--- src/hw/rtl/lut3t_div.sv ---
// Pipelined restoring divider giving one quotient bit per stage.
module lut3t_div #(
  parameter int DW = 46,
  parameter int QW = 12
) (
  input  logic             clk,
  input  logic             en,
  input  logic [DW+QW-1:0] num,
  input  logic [DW-1:0]    den,
  output logic [QW-1:0]    quo
);

  // The upper DW bits of the numerator must already be below the divisor.
  logic [DW-1:0] rem_s [QW];
  logic [DW-1:0] den_s [QW];
  logic [QW-1:0] low_s [QW];
  logic [QW-1:0] quo_s [QW];

  for (genvar i = 0; i < QW; i++) begin : g_stage
    logic [DW-1:0] rem_in;
    logic [DW-1:0] den_in;
    logic [QW-1:0] low_in;
    logic [QW-1:0] quo_in;
    logic [DW:0]   trial;
    logic          take;

    if (i == 0) begin : g_first
      assign rem_in = num[DW+QW-1:QW];
      assign den_in = den;
      assign low_in = num[QW-1:0];
      assign quo_in = '0;
    end else begin : g_next
      assign rem_in = rem_s[i-1];
      assign den_in = den_s[i-1];
      assign low_in = low_s[i-1];
      assign quo_in = quo_s[i-1];
    end

    assign trial = {rem_in, low_in[QW-1]};
    assign take = (trial >= {1'b0, den_in});

    always_ff @(posedge clk) begin
      if (en) begin
        rem_s[i] <= take ? DW'(trial - {1'b0, den_in}) : trial[DW-1:0];
        den_s[i] <= den_in;
        low_s[i] <= {low_in[QW-2:0], 1'b0};
        quo_s[i] <= {quo_in[QW-2:0], take};
      end
    end
  end

  assign quo = quo_s[QW-1];

endmodule

--- config.mk ---
export PLATFORM = sky130hd
export DESIGN_NAME = lut3t_div
export DESIGN_NICKNAME = d
export VERILOG_FILES = /design/src/hw/rtl/lut3t_div.sv
export SDC_FILE = /design/constraint.sdc
export NUM_CORES = 2
export LEC_CHECK = 0
export BUFFER_PORTS_ARGS = -buffer_cell sky130_fd_sc_hd__buf_2
export CAP_MARGIN = 20
export CELL_PAD_IN_SITES_DETAIL_PLACEMENT = 1
export CELL_PAD_IN_SITES_GLOBAL_PLACEMENT = 1
export CORE_MARGIN = 2
export CORE_UTILIZATION = 45
export DETAILED_ROUTE_END_ITERATION = 10
export GPL_TIMING_DRIVEN = 0
export PLACE_DENSITY = 0.7
export REMOVE_ABC_BUFFERS = 1
export SETUP_SLACK_MARGIN = 0.1
export SLEW_MARGIN = 20
export SYNTH_ARGS = -nofsm -noshare
export SYNTH_HDL_FRONTEND = slang
export SYNTH_SLANG_ARGS = --single-unit
--- constraint.sdc ---
create_clock -name clk -period 5.8 [get_ports clk]
set_input_delay 1.16 -clock clk [delete_from_list [all_inputs] [get_ports clk]]
set_output_delay 1.16 -clock clk [all_outputs]
set_load 0.01 [all_outputs]
==> flow_summary.json <==
{
  "outcome": "completed",
  "postSynthAreaPerCell_um2": 10.6,
  "cts_tree": "yes",
  "ys.flop_type": "edfxtp_1",
  "grt-ovfl-total": 0,
  "htreeDepth": 4,
  "crit_path_end_kind": "flop",
  "multi_input_area_mm2": 0.0332,
  "num_rows": 146,
  "synth-edff-count": 1156,
  "min_period_over_period_pct": 91.1,
  "dp_hpwl_um": 146000,
  "wire_per_inst_um": 20.4,
  "cts_made_buffers": 137,
  "hold_viol": 0,
  "vdd_drop_max_uv": 325,
  "crit_path_max_fanout": 81,
  "hold_buffers": 0,
  "grt_max_degree": 128,
  "clock_sinks": 1156,
  "grt_usage_pct": 22.4,
  "postSynthCellCount": 6719,
  "reg2reg_depth": 11,
  "cts.clk_slew.worst_paths_ps": 60,
  "placed_area_mm2": 0.0746,
  "met2_usage_pct": 42.6,
  "cts_resized": 0,
  "use_met1_pct": 23.9,
  "grt_pass1_wl_um": 290000,
  "cts_buffer_depth": 3,
  "stdcell_area_mm2": 0.0788,
  "setup-violations-final": 0,
  "slew_headroom_pct": 18.6,
  "path_class": "flop to flop",
  "drt_pass1_iterations": 5,
  "grt_pass1_vias": 54097,
  "fin_cells": 8957,
  "cp-endpoint": "rem_s[0][76]",
  "final_net_count": 7460,
  "worst_slew_pin_slew_ps": 1220,
  "antenna_left": 0,
  "finalWirelength_um": 182000,
  "seqCellArea_mm2": 0.0347,
  "timing.max_cap.violations": 0,
  "syn_to_final_growth_pct": 10.4,
  "dieArea_mm2": 0.162,
  "ios": 118,
  "yosysWarnings": 0,
  "dp.cells": 8724,
  "cts_setup_buffers": 0,
  "hold_class": "flop to flop",
  "timing.rr.end": "rem_s[0][76]",
  "met3_usage_pct": 2.54,
  "die_w_um": 402,
  "vias": 49605,
  "powerDensity_mw_per_mm2": 550,
  "cts-root-buf": "clkbuf_16",
  "drt-initial-drc-count": 1789,
  "rsz0062_at_grt": "no",
  "yosysSeqAreaShare_pct": 48.6,
  "busiest_layer": "met2",
  "port_buffers": 117,
  "globalplace.congestion": 0.875,
  "core_area_mm2": 0.158,
  "clk_latency_ps": 780,
  "start_kind": "flop",
  "slew_viol_final": 0,
  "cp.arrival_ps": 5790,
  "synthArstFlopShare_pct": 0,
  "r2r-start": "rem_s[0][1]",
  "p_leak_nw": 32.6,
  "r2r_slack_ps": 510,
  "critical_path_required_ps": 6300,
  "nFillCells": 16979,
  "antenna_found_initial": 0,
  "finalCriticalPeriod_ps": 5290,
  "ys_ff_latch": 1156,
  "die_h_um": 402,
  "ys_types": 103,
  "via_per_inst": 5.54,
  "drcViolationCount": 0,
  "diodes": 0,
  "netlist_area_mm2": 0.0714,
  "max_freq_mhz": 189,
  "drive_above_1_share_pct": 8.82,
  "start_util_pct": 45.2,
  "crit_path_start": "rem_s[0][1]",
  "skew_ps": 35.6
}
==> stage by stage <==
| stage | setup TNS, ps | worst slack, ps | util [%] | power (mW) | hold slack [ps] |
|---|---|---|---|---|---|
| 6_report | 0 | 515 | 49.9 | 43.4 | 410 |
| 5_1_grt | 0 | 412 | 49.9 | 46.4 | 413 |
| 4_1_cts | 0 | 503 | 49.9 | 43.7 | 411 |
| 3_5_place_dp | 0 | 154 | 47.2 | 35.2 | 405 |
| 3_3_place_gp | - | -13640 | 46.6 | 34.7 | 400 |
| 2_1_floorplan | -35300 | -791 | - | 28.9 | 400 |
==> sequential cells by signal, summed over array words and instances, names as in the netlist <==
signal / cells
low_s: 66
rem_s: 506
quo_s: 78
den_s: 506
==> Yosys cell counts, types with 26 or more instances <==
cell,instances,area [um^2]
a21o_1,324,2430
nand2b_1,55,344
nor2_1,359,1350
o21bai_1,73,548
mux2_1,28,315
and2_1,32,200
inv_1,680,2550
o21a_1,68,510
nand3_1,109,546
o211ai_1,33,248
nand4_1,126,788
a21oi_1,675,3380
nor2b_1,64,400
edfxtp_1,1156,34700
a211oi_1,48,360
and3_1,60,375
o21ai_0,382,1910
xor2_1,190,1660
mux2_2,165,1860
mux2_4,30,450
xnor2_1,265,2320
a31oi_1,60,375
clkbuf_1,149,559
nand2_1,487,1830
nor3_1,48,240
buf_2,50,250
ha_1,552,6910
o31ai_1,26,195
==> cell families after synthesis <==
logic type                 Yosys count  share of synthesized area [%]
AOI/OAI and AO/OA                 1928                           17.0
and+or+nand+nor                   1480                           9.96
DFF                               1156                           48.6
buffers and inverters              900                           4.97
adders and majority gates          563                           9.98
xor gates and xnor gates           455                           5.58
muxes                              237                           3.87
==> placed cells by master (no fill, tap or decap), types with 32 or more instances in the layout <==
| master | n |
|---|---|
| o21bai_1 | 73 |
| o21a_1 | 68 |
| nand2b_1 | 55 |
| clkbuf_16 | 140 |
| nand4_1 | 126 |
| mux2_2 | 165 |
| buf_16 | 32 |
| a21o_1 | 324 |
| edfxtp_1 | 1156 |
| nand3_1 | 109 |
| o211ai_1 | 33 |
| o21ai_0 | 382 |
| and3_1 | 60 |
| a31oi_1 | 59 |
| inv_1 | 680 |
| a211oi_1 | 48 |
| xor2_1 | 190 |
| a21oi_1 | 674 |
| nand2_1 | 487 |
| buf_2 | 118 |
| xnor2_1 | 265 |
| nor2_1 | 359 |
| ha_1 | 552 |
| nor3_1 | 48 |
| and2_1 | 32 |
| nor2b_1 | 64 |
==> power breakdown <==
part | switching [mW] | leakage [nW] | internal (mW)
clock network | 3.35 | 2.09 | 4.89
logic | 12.2 | 19.2 | 9.24
registers | 1.22 | 11.3 | 12.5
==> routing by layer <==
| layer | share of wire, % | wire (um) | up-vias |
|---|---|---|---|
| met3 | 2.2 | 4070 | 366 |
| met5 | 0 | 0 | - |
| met4 | 6.0 | 11000 | 0 |
| met1 | 39 | 71800 | 23861 |
| met2 | 52 | 95600 | 654 |
| li1 | - | - | 24724 |
==> critical path, cell delays in order, from the launching register on <==
cell	delay [ps]
edfxtp_1	420
ha_1	430
o21ai_0	220
a21oi_1	100
o21ai_0	460
a311oi_1	310
nor2_1	530
nor4_2	160
o311a_1	410
nor2_2	830
inv_4	550
mux2_2	470
==> final cells by class <==
class | instances | area share, %
timing repair buffer | 152 | 1.90
tap | 2072 | 3.29
multi-input combinational | 4663 | 42.1
clock inverter | 68 | 0.854
clock buffer | 165 | 4.56
sequential | 1156 | 44.0
inverter | 681 | 3.25
==> how the worst min path moves through the flow <==
stage	endpoint	start	cells after the start	slack, ps
global placement	low_s[0][24]	low_s[0][12]	0	400
CTS	quo_s[1][28]	quo_s[1][15]	0	410
finish	quo_s[1][28]	quo_s[1][15]	0	410
detailed placement	low_s[2][9]	low_s[1][41]	0	410
global route	quo_s[1][28]	quo_s[1][15]	0	410
floorplan	low_s[0][12]	low_s[0][0]	0	400
Power figures use the tool's default switching activity.
